[src/rtl/core/iwld_pkg.sv]
package iwld_pkg;

	// configuration register indexes
	localparam logic [2:0] REG_SENSITIVITY   = 3'd0;
	localparam logic [2:0] REG_IDLE_RED      = 3'd1;
	localparam logic [2:0] REG_IDLE_GREEN    = 3'd2;
	localparam logic [2:0] REG_INVERSE_MASS  = 3'd3;
	localparam logic [2:0] REG_FRICTION      = 3'd4;
	localparam logic [2:0] REG_DEADBAND      = 3'd5;

	// register reset values
	localparam logic [7:0]  SENSITIVITY_RST   = 8'd5;
	localparam logic [7:0]  IDLE_RED_RST      = 8'd60;
	localparam logic [7:0]  IDLE_GREEN_RST    = 8'd45;
	localparam logic [15:0] INVERSE_MASS_RST  = 16'd1092;
	localparam logic [15:0] FRICTION_RST      = 16'd65208;
	localparam logic [15:0] DEADBAND_RST      = 16'd66;

	// action codes
	localparam logic ACT_START  = 1'b0;
	localparam logic ACT_UPDATE = 1'b1;

	localparam logic [7:0] LEVEL_MAX = 8'd255;

	typedef struct packed {
		logic        action;
		logic [15:0] enc_count;
	} in_item_t;

	typedef struct packed {
		logic [7:0] red;
		logic [7:0] green;
		logic [7:0] dot_index;
		logic [5:0] dot_level;
		logic [7:0] next_index;
		logic [5:0] next_level;
	} out_item_t;

	typedef struct packed {
		logic [7:0]  sensitivity;
		logic [7:0]  idle_red;
		logic [7:0]  idle_green;
		logic [15:0] inverse_mass;
		logic [15:0] friction;
		logic [15:0] deadband;
	} cfg_t;

	// controller to datapath
	typedef struct packed {
		logic accept;
		logic mul;
		logic sat;
		logic fric;
		logic fin;
	} cmd_t;

	// datapath to controller
	typedef struct packed {
		logic in_valid;
		logic in_action;
		logic out_stall;
	} stat_t;

	// clamp a color level to 0..255
	function automatic logic [7:0] clamp_level(input logic signed [25:0] v);
		logic [7:0] r;
		if (v < 0) begin
			r = 8'd0;
		end else if (v > 26'sd255) begin
			r = LEVEL_MAX;
		end else begin
			r = v[7:0];
		end
		return r;
	endfunction

endpackage

[src/rtl/core/iwld_in_if.sv]
interface iwld_in_if import iwld_pkg::*; ();
	logic     valid;
	logic     ready;
	in_item_t data;

	modport source(output valid, output data, input ready);
	modport sink(input valid, input data, output ready);
endinterface

[src/rtl/core/iwld_out_if.sv]
interface iwld_out_if import iwld_pkg::*; ();
	logic      valid;
	logic      ready;
	out_item_t data;

	modport source(output valid, output data, input ready);
	modport sink(input valid, input data, output ready);
endinterface

[src/rtl/core/iwld_regs.sv]
module iwld_regs import iwld_pkg::*; (
	input  logic        clk,
	input  logic        arst_n,
	input  logic        psel,
	input  logic        penable,
	input  logic        pwrite,
	input  logic [4:0]  paddr,
	input  logic [31:0] pwdata,
	output logic [31:0] prdata,
	output logic        pready,
	output cfg_t        cfg
);

	cfg_t       cfg_q;
	logic       wr_en;
	logic [2:0] reg_idx;

	assign pready  = 1'b1;
	assign wr_en   = psel & penable & pwrite;
	assign reg_idx = paddr[4:2];
	assign cfg     = cfg_q;

	// register writes
	always_ff @(posedge clk or negedge arst_n) begin
		if (!arst_n) begin
			cfg_q.sensitivity  <= SENSITIVITY_RST;
			cfg_q.idle_red     <= IDLE_RED_RST;
			cfg_q.idle_green   <= IDLE_GREEN_RST;
			cfg_q.inverse_mass <= INVERSE_MASS_RST;
			cfg_q.friction     <= FRICTION_RST;
			cfg_q.deadband     <= DEADBAND_RST;
		end else if (wr_en) begin
			case (reg_idx)
				REG_SENSITIVITY:  cfg_q.sensitivity  <= pwdata[7:0];
				REG_IDLE_RED:     cfg_q.idle_red     <= pwdata[7:0];
				REG_IDLE_GREEN:   cfg_q.idle_green   <= pwdata[7:0];
				REG_INVERSE_MASS: cfg_q.inverse_mass <= pwdata[15:0];
				REG_FRICTION:     cfg_q.friction     <= pwdata[15:0];
				REG_DEADBAND:     cfg_q.deadband     <= pwdata[15:0];
				default: ;
			endcase
		end
	end

	// register reads
	always_comb begin
		case (reg_idx)
			REG_SENSITIVITY:  prdata = {24'd0, cfg_q.sensitivity};
			REG_IDLE_RED:     prdata = {24'd0, cfg_q.idle_red};
			REG_IDLE_GREEN:   prdata = {24'd0, cfg_q.idle_green};
			REG_INVERSE_MASS: prdata = {16'd0, cfg_q.inverse_mass};
			REG_FRICTION:     prdata = {16'd0, cfg_q.friction};
			REG_DEADBAND:     prdata = {16'd0, cfg_q.deadband};
			default:          prdata = 32'd0;
		endcase
	end

endmodule

[src/rtl/core/iwld_ctrl.sv]
module iwld_ctrl import iwld_pkg::*; (
	input  logic  clk,
	input  logic  arst_n,
	input  stat_t stat,
	output logic  in_ready,
	output cmd_t  cmd
);

	localparam logic [2:0] S_IDLE = 3'd0;
	localparam logic [2:0] S_MUL  = 3'd1;
	localparam logic [2:0] S_SAT  = 3'd2;
	localparam logic [2:0] S_FRIC = 3'd3;
	localparam logic [2:0] S_FIN  = 3'd4;

	logic [2:0] state_q;
	logic [2:0] state_d;
	logic       finish;
	logic       accept;

	// a new item may enter while the previous one finishes
	assign finish   = (state_q == S_FIN) && !stat.out_stall;
	assign in_ready = (state_q == S_IDLE) || finish;
	assign accept   = in_ready && stat.in_valid;

	assign cmd.accept = accept;
	assign cmd.mul    = (state_q == S_MUL);
	assign cmd.sat    = (state_q == S_SAT);
	assign cmd.fric   = (state_q == S_FRIC);
	assign cmd.fin    = finish;

	// next state
	always_comb begin
		state_d = state_q;
		case (state_q)
			S_IDLE: begin
				if (accept) begin
					state_d = (stat.in_action == ACT_UPDATE) ? S_MUL : S_FIN;
				end
			end
			S_MUL:  state_d = S_SAT;
			S_SAT:  state_d = S_FRIC;
			S_FRIC: state_d = S_FIN;
			S_FIN: begin
				if (accept) begin
					state_d = (stat.in_action == ACT_UPDATE) ? S_MUL : S_FIN;
				end else if (finish) begin
					state_d = S_IDLE;
				end
			end
			default: state_d = S_IDLE;
		endcase
	end

	always_ff @(posedge clk or negedge arst_n) begin
		if (!arst_n) begin
			state_q <= S_IDLE;
		end else begin
			state_q <= state_d;
		end
	end

endmodule

[src/rtl/core/iwld_dp.sv]
module iwld_dp import iwld_pkg::*; #(
	parameter int LED_COUNT = 16
) (
	input  logic      clk,
	input  logic      arst_n,
	input  cfg_t      cfg,
	input  cmd_t      cmd,
	input  in_item_t  in_data,
	input  logic      in_valid,
	input  logic      out_ready,
	output stat_t     stat,
	output logic      out_valid,
	output out_item_t out_data
);

	// ring length in q8.16 and velocity limit
	localparam logic signed [25:0] RING   = 26'(LED_COUNT * 65536);
	localparam logic signed [33:0] VLIMIT = 34'(LED_COUNT * 65536 - 1);
	localparam logic [8:0]         LEDS   = 9'(LED_COUNT);

	// motion state
	logic [15:0]        prev_q;
	logic signed [24:0] vel_q;
	logic [23:0]        pos_q;

	// per-item stages
	logic               action_s1;
	logic signed [15:0] delta_s1;
	logic [23:0]        change_s2;
	logic signed [32:0] dprod_s2;
	logic [23:0]        mag_s3;
	logic               neg_s3;
	logic [7:0]         red_s3;
	logic [7:0]         green_s3;

	logic               out_valid_q;
	out_item_t          out_q;

	// combinational
	logic [15:0]        mag_d;
	logic signed [33:0] vsum;
	logic signed [33:0] vclamp;
	logic [23:0]        vmag;
	logic signed [25:0] red_w;
	logic signed [25:0] green_w;
	logic [39:0]        fprod;
	logic [23:0]        fmag;
	logic signed [25:0] psum;
	logic [23:0]        pos_new;
	logic [8:0]         idx_inc;
	logic [16:0]        frac_inv;

	assign stat.in_valid  = in_valid;
	assign stat.in_action = in_data.action;
	assign stat.out_stall = out_valid_q && !out_ready;
	assign out_valid      = out_valid_q;
	assign out_data       = out_q;

	// magnitude of the count delta
	assign mag_d = delta_s1[15] ? 16'(-delta_s1) : 16'(delta_s1);

	// velocity plus impulse, saturated
	always_comb begin
		vsum = 34'(vel_q) + 34'(dprod_s2);
		if (vsum > VLIMIT) begin
			vclamp = VLIMIT;
		end else if (vsum < -VLIMIT) begin
			vclamp = -VLIMIT;
		end else begin
			vclamp = vsum;
		end
		vmag = vclamp[33] ? 24'(-vclamp) : 24'(vclamp);
	end

	// color shift toward green or red
	always_comb begin
		red_w   = 26'(cfg.idle_red);
		green_w = 26'(cfg.idle_green);
		if (delta_s1 > 0) begin
			red_w   = 26'(cfg.idle_red) - 26'(change_s2);
			green_w = 26'(cfg.idle_green) + 26'(change_s2);
		end else if (delta_s1 < 0) begin
			red_w   = 26'(cfg.idle_red) + 26'(change_s2);
			green_w = 26'(cfg.idle_green) - 26'(change_s2);
		end
	end

	// friction and deadband
	always_comb begin
		fprod = 40'(mag_s3) * 40'(cfg.friction);
		fmag  = fprod[39:16];
		if (fmag < 24'(cfg.deadband)) begin
			fmag = 24'd0;
		end
	end

	// position step with single wrap, and the dot pixels
	always_comb begin
		psum = 26'(pos_q) + 26'(vel_q);
		if (psum >= RING) begin
			psum = psum - RING;
		end
		if (psum < 0) begin
			psum = psum + RING;
		end
		pos_new  = (action_s1 == ACT_UPDATE) ? psum[23:0] : 24'd0;
		idx_inc  = 9'(pos_new[23:16]) + 9'd1;
		frac_inv = 17'h10000 - 17'(pos_new[15:0]);
	end

	// item stages
	always_ff @(posedge clk) begin
		if (cmd.accept) begin
			action_s1 <= in_data.action;
			delta_s1  <= in_data.enc_count - prev_q;
		end
		if (cmd.mul) begin
			change_s2 <= 24'(mag_d) * 24'(cfg.sensitivity);
			dprod_s2  <= 33'(delta_s1) * 33'({1'b0, cfg.inverse_mass});
		end
		if (cmd.sat) begin
			mag_s3   <= vmag;
			neg_s3   <= vclamp[33];
			red_s3   <= clamp_level(red_w);
			green_s3 <= clamp_level(green_w);
		end
		if (cmd.fin) begin
			out_q.red        <= (action_s1 == ACT_UPDATE) ? red_s3 : cfg.idle_red;
			out_q.green      <= (action_s1 == ACT_UPDATE) ? green_s3 : cfg.idle_green;
			out_q.dot_index  <= pos_new[23:16];
			out_q.dot_level  <= frac_inv[16:11];
			out_q.next_index <= (idx_inc == LEDS) ? 8'd0 : idx_inc[7:0];
			out_q.next_level <= {1'b0, pos_new[15:11]};
		end
	end

	// motion state
	always_ff @(posedge clk or negedge arst_n) begin
		if (!arst_n) begin
			prev_q <= 16'd0;
			vel_q  <= 25'sd0;
			pos_q  <= 24'd0;
		end else begin
			if (cmd.accept) begin
				prev_q <= in_data.enc_count;
			end
			if (cmd.fric) begin
				vel_q <= neg_s3 ? -25'(fmag) : 25'(fmag);
			end else if (cmd.fin && action_s1 == ACT_START) begin
				vel_q <= 25'sd0;
			end
			if (cmd.fin) begin
				pos_q <= pos_new;
			end
		end
	end

	// output register
	always_ff @(posedge clk or negedge arst_n) begin
		if (!arst_n) begin
			out_valid_q <= 1'b0;
		end else if (cmd.fin) begin
			out_valid_q <= 1'b1;
		end else if (out_ready) begin
			out_valid_q <= 1'b0;
		end
	end

endmodule

[src/rtl/core/inertia_wheel_led_dot_top.sv]
// channel   dir  handshake        payload
// item      in   valid / ready    action, enc_count
// result    out  valid / ready    red, green, dot_index, dot_level, next_index, next_level
// apb       in   psel / penable   paddr, pwdata, prdata (6 registers at 4-byte steps)
//
// an update item goes from acceptance to result through multiply, saturate,
// friction multiply and position step; a start item goes straight to the position step
// a new item is accepted in the cycle its predecessor's result is registered,
// so updates overlap only there and otherwise run one at a time through the shared state sequence
// reset clears the motion state and restores register defaults
// a result waiting in the output register stalls the sequencer at its last step
module inertia_wheel_led_dot_top import iwld_pkg::*; #(
	parameter int LED_COUNT = 16
) (
	input  logic        clk,
	input  logic        arst_n,
	input  logic        psel,
	input  logic        penable,
	input  logic        pwrite,
	input  logic [4:0]  paddr,
	input  logic [31:0] pwdata,
	output logic [31:0] prdata,
	output logic        pready,
	iwld_in_if.sink     item,
	iwld_out_if.source  result
);

	cfg_t  cfg;
	cmd_t  cmd;
	stat_t stat;

	iwld_regs u_regs (
		.clk     (clk),
		.arst_n  (arst_n),
		.psel    (psel),
		.penable (penable),
		.pwrite  (pwrite),
		.paddr   (paddr),
		.pwdata  (pwdata),
		.prdata  (prdata),
		.pready  (pready),
		.cfg     (cfg)
	);

	iwld_ctrl u_ctrl (
		.clk      (clk),
		.arst_n   (arst_n),
		.stat     (stat),
		.in_ready (item.ready),
		.cmd      (cmd)
	);

	iwld_dp #(
		.LED_COUNT (LED_COUNT)
	) u_dp (
		.clk       (clk),
		.arst_n    (arst_n),
		.cfg       (cfg),
		.cmd       (cmd),
		.in_data   (item.data),
		.in_valid  (item.valid),
		.out_ready (result.ready),
		.stat      (stat),
		.out_valid (result.valid),
		.out_data  (result.data)
	);

endmodule
[src/flat_wrapper.sv]
// flat-port wrapper written by rule: the top's interface ports become plain ports
module inertia_wheel_led_dot_top_flat import iwld_pkg::*;
#(
	parameter int LED_COUNT = 16
)
  (clk, arst_n, psel, penable, pwrite, paddr, pwdata, prdata, pready, item_valid, item_data, item_ready, result_valid, result_data, result_ready);
  iwld_in_if item_i ();
  iwld_out_if result_i ();
  input  logic clk;
  input  logic arst_n;
  input  logic psel;
  input  logic penable;
  input  logic pwrite;
  input  logic [4:0] paddr;
  input  logic [31:0] pwdata;
  output logic [31:0] prdata;
  output logic pready;
  input wire logic [$bits(item_i.valid)-1:0] item_valid;
  input wire logic [$bits(item_i.data)-1:0] item_data;
  output wire logic [$bits(item_i.ready)-1:0] item_ready;
  output wire logic [$bits(result_i.valid)-1:0] result_valid;
  output wire logic [$bits(result_i.data)-1:0] result_data;
  input wire logic [$bits(result_i.ready)-1:0] result_ready;
  assign item_i.valid = item_valid;
  assign item_i.data = item_data;
  assign item_ready = item_i.ready;
  assign result_valid = result_i.valid;
  assign result_data = result_i.data;
  assign result_i.ready = result_ready;
  inertia_wheel_led_dot_top #(.LED_COUNT(LED_COUNT)) u_core (.clk(clk), .arst_n(arst_n), .psel(psel), .penable(penable), .pwrite(pwrite), .paddr(paddr), .pwdata(pwdata), .prdata(prdata), .pready(pready), .item(item_i), .result(result_i));
endmodule
[config.mk]
export PLATFORM = sky130hd
export DESIGN_NAME = inertia_wheel_led_dot_top_flat
export DESIGN_NICKNAME = d
export VERILOG_FILES = /design/src/rtl/core/iwld_pkg.sv /design/src/rtl/core/iwld_in_if.sv /design/src/rtl/core/iwld_out_if.sv /design/src/rtl/core/iwld_regs.sv /design/src/rtl/core/iwld_ctrl.sv /design/src/rtl/core/iwld_dp.sv /design/src/rtl/core/inertia_wheel_led_dot_top.sv /design/src/flat_wrapper.sv
export SDC_FILE = /design/constraint.sdc
export NUM_CORES = 2
export LEC_CHECK = 0
export ABC_AREA = 1
export CORE_MARGIN = 2
export CORE_UTILIZATION = 29
export DETAILED_ROUTE_END_ITERATION = 10
export DONT_BUFFER_PORTS = 1
export PLACE_DENSITY = 0.46
export SYNTH_ARGS = -nofsm -noshare
export SYNTH_HDL_FRONTEND = slang
export SYNTH_SLANG_ARGS = --single-unit
[constraint.sdc]
create_clock -name clk -period 11.3 [get_ports clk]
set_input_delay 1.695 -clock clk [delete_from_list [all_inputs] [get_ports clk]]
set_output_delay 1.695 -clock clk [all_outputs]
set_load 0.01 [all_outputs]
After elaboration in Yosys (flattened, before gate mapping):

Index checks and enable logic that the tools add are counted.

* bits in registers: 299
* latch bits: 0
* RAM bits: 0
* ROM bits: 0
* output and inout bits: 79
* word-level logic and storage cells: 113
* memories kept: 0

* add/sub/neg operators: 14
* $mul: 3
* divide/modulo/power cells: 0
* $lt $le $gt $ge: 11
* equal/unequal tests: 12
* shift-type cells: 0
* muxes and demuxes: 27
* bitwise operators: 3
* reduce and logical (&&, ||, !) cells: 18

Operator list (count)
* 2-to-1 mux 26 bit: 4
* 2-to-1 mux 25 bit: 4
* 2-to-1 mux 24 bit: 4
* case mux 16 bit (6 select lines): 1
* < comparator 26 x 1 -> 1 bit, second input constant: 3
* 2-to-1 mux 34 bit: 2
* > comparator 26 x 9 -> 1 bit, second input constant: 2
* adder 8 x 24 -> 25 bit: 2
* subtractor 8 x 24 -> 25 bit: 2
* multiplier 24 x 16 -> 40 bit: 1
* adder 25 x 33 -> 34 bit: 1
* > comparator 34 x 21 -> 1 bit, second input constant: 1
* < comparator 34 x 21 -> 1 bit, second input constant: 1
* multiplier 16 x 17 -> 33 bit: 1
* 2-to-1 mux 8 bit: 4
* adder 25 x 25 -> 26 bit: 1
* >= comparator 26 x 22 -> 1 bit, second input constant: 1
* subtractor 26 x 22 -> 26 bit, second input constant: 1
* negator 24 -> 25 bit: 1
* adder 24 x 22 -> 24 bit, second input constant: 1
* < comparator 24 x 16 -> 1 bit: 1
* multiplier 16 x 8 -> 24 bit: 1
* negator 24 bit: 1
* subtractor 17 x 16 -> 17 bit, first input constant: 1
* other kinds (23): 46

Depth between registers and ports, before layout:

* word-level depth: 8
* depth in mapped cells: 49
* gate-level depth less buffers: 45

Hierarchy:

Synthesis repeated with hierarchy kept, for this count alone.

* cell total of the unflattened synthesis: 6329
* area total of the unflattened synthesis: 47356.7 sq um

By module, submodules not included
* iwld_dp: times used 1, cells an instance 5829, area each 43396.6 sq um, seq. area each 6396.1 sq um
* iwld_regs: times used 1, cells an instance 466, area each 3727.3 sq um, seq. area each 1834.3 sq um
* iwld_ctrl: times used 1, cells an instance 34, area each 232.7 sq um, seq. area each 75.1 sq um

Worst setup path after synthesis:

No wires, ideal clock.

* kind: reg-to-reg
* start point: register u_core.u_regs.cfg_q, in the netlist u_core.u_regs.cfg[31]
* end point: register u_core.u_dp.vel_q[22]
* data arrival time: 7.960 ns
* data required time: 11.183 ns
* path slack: 3.223 ns
* cell stages (with the launch flop): 45
* buffers on the path: 4
* clock period less this slack: 8.077 ns
* path through: dfstp_2 -> clkbuf_1 -> clkbuf_1 -> nand2_1 -> fa_1 -> inv_1 -> fa_1 -> inv_1 -> fa_1 -> inv_1 -> fa_1 -> inv_1 -> fa_1 -> fa_1 -> inv_1 -> ha_1 -> nand2_1 -> nor2_1 -> (+9 left out) -> o21ai_0 -> nor3_1 -> nand3_1 -> nor2_1 -> nand2_1 -> nor2_2 -> nand2_2 -> buf_2 -> buf_2 -> nand2_1 -> ha_1 -> inv_1 -> nor2_1 -> nand2_1 -> nand2_2 -> nand3_1 -> nand3_1 -> nand2_1

* cells in the longest elaborated chain, start to end: 6

Ends and longest elaborated chain
* start: declaration: RTL line iwld_regs.sv:14 `cfg_t cfg_q;`
* multiplier 24 x 16 -> 40 bit (*): RTL line iwld_dp.sv:90 `fprod = 40'(mag_s3) * 40'(cfg.friction);`
* < comparator 24 x 16 -> 1 bit: RTL line iwld_dp.sv:92 `if (fmag < 24'(cfg.deadband)) begin`
* 2-to-1 mux 24 bit (*): RTL line iwld_dp.sv:92
* negator 24 -> 25 bit: RTL line iwld_dp.sv:148 `vel_q <= neg_s3 ? -25'(fmag) : 25'(fmag);`
* 2-to-1 mux 25 bit (*): RTL line iwld_dp.sv:148
* 2-to-1 mux 25 bit (*): RTL line iwld_dp.sv:147 `if (cmd.fric) begin`
* end signal: assignment: RTL line iwld_dp.sv:148
* end: declaration: RTL line iwld_dp.sv:23 `logic signed [24:0] vel_q;`

Every way passes the cells marked *; elsewhere a longest branch is shown, timed or not.
A chain may end at the register's enable or synchronous reset.

Worst setup path after layout:

* start point: register u_core.u_regs.cfg_q, in the netlist u_core.u_regs.cfg[24]
* end point: register u_core.u_dp.vel_q[24]

* cells in the longest elaborated chain, start to end: 6

Ends and longest elaborated chain (RTL line)
* multiplier 24 x 16 -> 40 bit (*): iwld_dp.sv:90
* < comparator 24 x 16 -> 1 bit: iwld_dp.sv:92
* 2-to-1 mux 24 bit (*): iwld_dp.sv:92
* negator 24 -> 25 bit (*): iwld_dp.sv:148
* 2-to-1 mux 25 bit (*): iwld_dp.sv:148
* 2-to-1 mux 25 bit (*): iwld_dp.sv:147

Marked as above.

==> flow_metrics.tcl <==
set metrics [dict create \
    cts_buffer_depth 3 \
    drive_gt1_frac 0.03675 \
    cts_hold_buf 0 \
    die_area_mm2 0.1638 \
    cp.required_ps 11760 \
    wl_um 140800 \
    gp_congestion 0.9111 \
    crit_family "adder cells" \
    crit_type "flip-flop to flip-flop" \
    hold_violations 0 \
    crit_fanout 33 \
    synthTopCellsByCount "nand2_1 (1,735), inv_1 (1,351), fa_1 (590)" \
    synthTopCellsByArea "fa_1 (25%), nand2_1 (14%), inv_1 (11%)" \
    hold_class "flip-flop to flip-flop" \
    post-route-period-util 0.8612 \
    viasPerCell 4.652 \
    worstSetupEndpointType "flip-flop" \
    portBuffers 0 \
    placed_cells 8115 \
    slew_viol_final 0 \
    nets 7121 \
    chipHeight_um 404.8 \
    cts.clk_slew.worst_paths_ps 60 \
    fmaxAchievable_mhz 102.8 \
    cts_sinks 299 \
    ys_seq_area_frac 0.1783 \
    grtUsageTotal 0.1750 \
    dr.pass1.iters 6 \
    start_util 0.2911 \
    postCtsSetupRepairBufs 0 \
    cts_tree "done" \
    drc_errors 0 \
    setup-violations-final 0 \
    synth_top_cell_by_area "fa_1" \
    rsz0062_at_grt "no" \
    status "finished, final reports clean" \
    fin_setup_tns_ps 0 \
    netlist_instances 6215 \
    dpl.hpwl_um 113700 \
    ant_nets 0 \
    cp_slowest_cell "dfrtp_1" \
    maxCapViolations 0 \
    netlist_area_mm2 0.04657 \
    ctsRootBufferMaster "clkbuf_16" \
    ys.flop_type "edfxtp_1" \
    drtIter0Drc 2379 \
    ctsResizeCount 0 \
    grt_pass1_vias 39180 \
    worst_pin_slew_ps 1294 \
    critPathBufInv 4 \
    synth_cell_types 62 \
    design.core.area_mm2 0.1600 \
    grt_max_degree 142 \
    async_flop_share 0.4716 \
    grt_pass1_wl_um 225400 \
    hold-worst-slack_ps 489.6 \
    path_common_cell "nand2_1" \
    synthDominantCellAreaShare 0.2536 \
    cp_data_arrival_time_ps 10190 \
    ys_warn_count 0 \
    cp-start-kind "flip-flop" \
    period_needed_ps 9731 \
    critPathMaxStageDelay_ps 1200 \
    via_count 38070 \
    avgSynthCellArea_um2 7.494 \
    fin_skew_ps 14.49 \
    cts_buffers 36 \
    slew_headroom 0.1371 \
    yosysMostFrequentCell "nand2_1" \
    rows 147 \
    synth_edf_count 158 \
    wl_per_cell_um 17.21 \
    worstSkewPairLatency_ps 590 \
    area_growth_pct 6.861 \
    grt_remaining_overflow 0 \
    antenna_found_initial 4 \
    ys_ff_latch 299 \
    final_cells 8183 \
    num_io_pins 140 \
    die_w_um 404.8 \
    htree_levels 2 \
]
-- placed cells by master, fill, tap and decap left out, types with 57 or more instances in the layout --
| master | synthesis | routed |
|---|---|---|
| a21oi_1 | 233 | 233 |
| dfrtp_1 | 115 | 115 |
| edfxtp_1 | 158 | 158 |
| fa_1 | 590 | 590 |
| ha_1 | 403 | 403 |
| inv_1 | 1351 | 1350 |
| nand2_1 | 1735 | 1735 |
| nand3_1 | 203 | 203 |
| nand4_1 | 57 | 57 |
| nor2_1 | 358 | 356 |
| o21ai_0 | 236 | 236 |
| xor2_1 | 125 | 125 |
-- routing by layer --
| metal | GRT usage | share of wire |
|---|---|---|
| met5 | 0 | 0.00020 |
| met2 | 0.2967 | 0.47 |
| met1 | 0.2395 | 0.47 |
| met3 | 0.01871 | 0.040 |
| met4 | 0.03830 | 0.020 |
-- worst register-to-register path, delay by kind of cell (launching register included) --
kind	cells	cell delay [ps]
buf+inv	4	240
flops	1	1200
simple gates	19	2890
compound gates	3	580
fa+ha+maj	9	4190
xor+xnor	1	480
-- layout make-up --
type	instances	area, µm²
repair buffers	47	352.8
clock inverters	18	170.2
multi-input cells	4320	32180
inverters	1363	5119
clock buffers	48	1031
flip-flops and latches	299	8305
fillers	17370	110200
diodes	2	5.005
well taps	2086	2610
-- through the flow --
stage            util  cell area [µm²]  worst slack [ps]
3_5_place_dp   0.3035            48560              1547
4_1_cts        0.3110            49770              1540
6_report       0.3110            49770              1569
5_1_grt        0.3110            49770             711.1
3_3_place_gp   0.3035            48560              1750
2_1_floorplan       -            46630              3223
-- registers in the layout (all words and copies together) (netlist names) --
name,cells
u_core.u_dp.neg_s3,1
u_core.u_ctrl.state_q,3
u_core.u_dp.action_s1,1
u_core.u_dp.out_valid,1
u_core.u_dp.mag_s3,24
u_core.u_regs.cfg,72
u_core.u_dp.change_s2,24
u_core.u_dp.green_s3,8
u_core.u_dp.prev_q,16
u_core.u_dp.pos_q,24
u_core.u_dp.delta_s1,16
u_core.u_dp.red_s3,8
u_core.u_dp.dprod_s2,33
u_core.u_dp.out_data,43
u_core.u_dp.vel_q,25
-- cell families after synthesis --
family / share of synthesized area
xor+xnor: 0.03065
buf+inv: 0.1325
simple gates: 0.2203
compound gates: 0.07595
mux: 0.0002149
other cells: 0.0001612
fa+ha+maj: 0.3619
flops: 0.1783
-- final timing paths --
path | slack [ps] | start | cells after the start | endpoint
setup / recovery | 1570 | u_core.u_regs.cfg[24] | 36 | u_core.u_dp.vel_q[24]
hold / removal | 490 | u_core.u_dp.pos_q[10] | 2 | u_core.u_dp.pos_q[10]
setup reg to reg | 1570 | u_core.u_regs.cfg[24] | 36 | u_core.u_dp.vel_q[24]
hold reg to reg | 490 | u_core.u_dp.pos_q[10] | 2 | u_core.u_dp.pos_q[10]
max in group asynchronous | 10070 | arst_n | 0 | u_core.u_regs.cfg[21]
min in group asynchronous | 810 | arst_n | 0 | u_core.u_dp.pos_q[7]
Power is left out: the tool's default activity adds up to more than one toggle a clock period on the data nets, which glitch-free logic cannot reach.
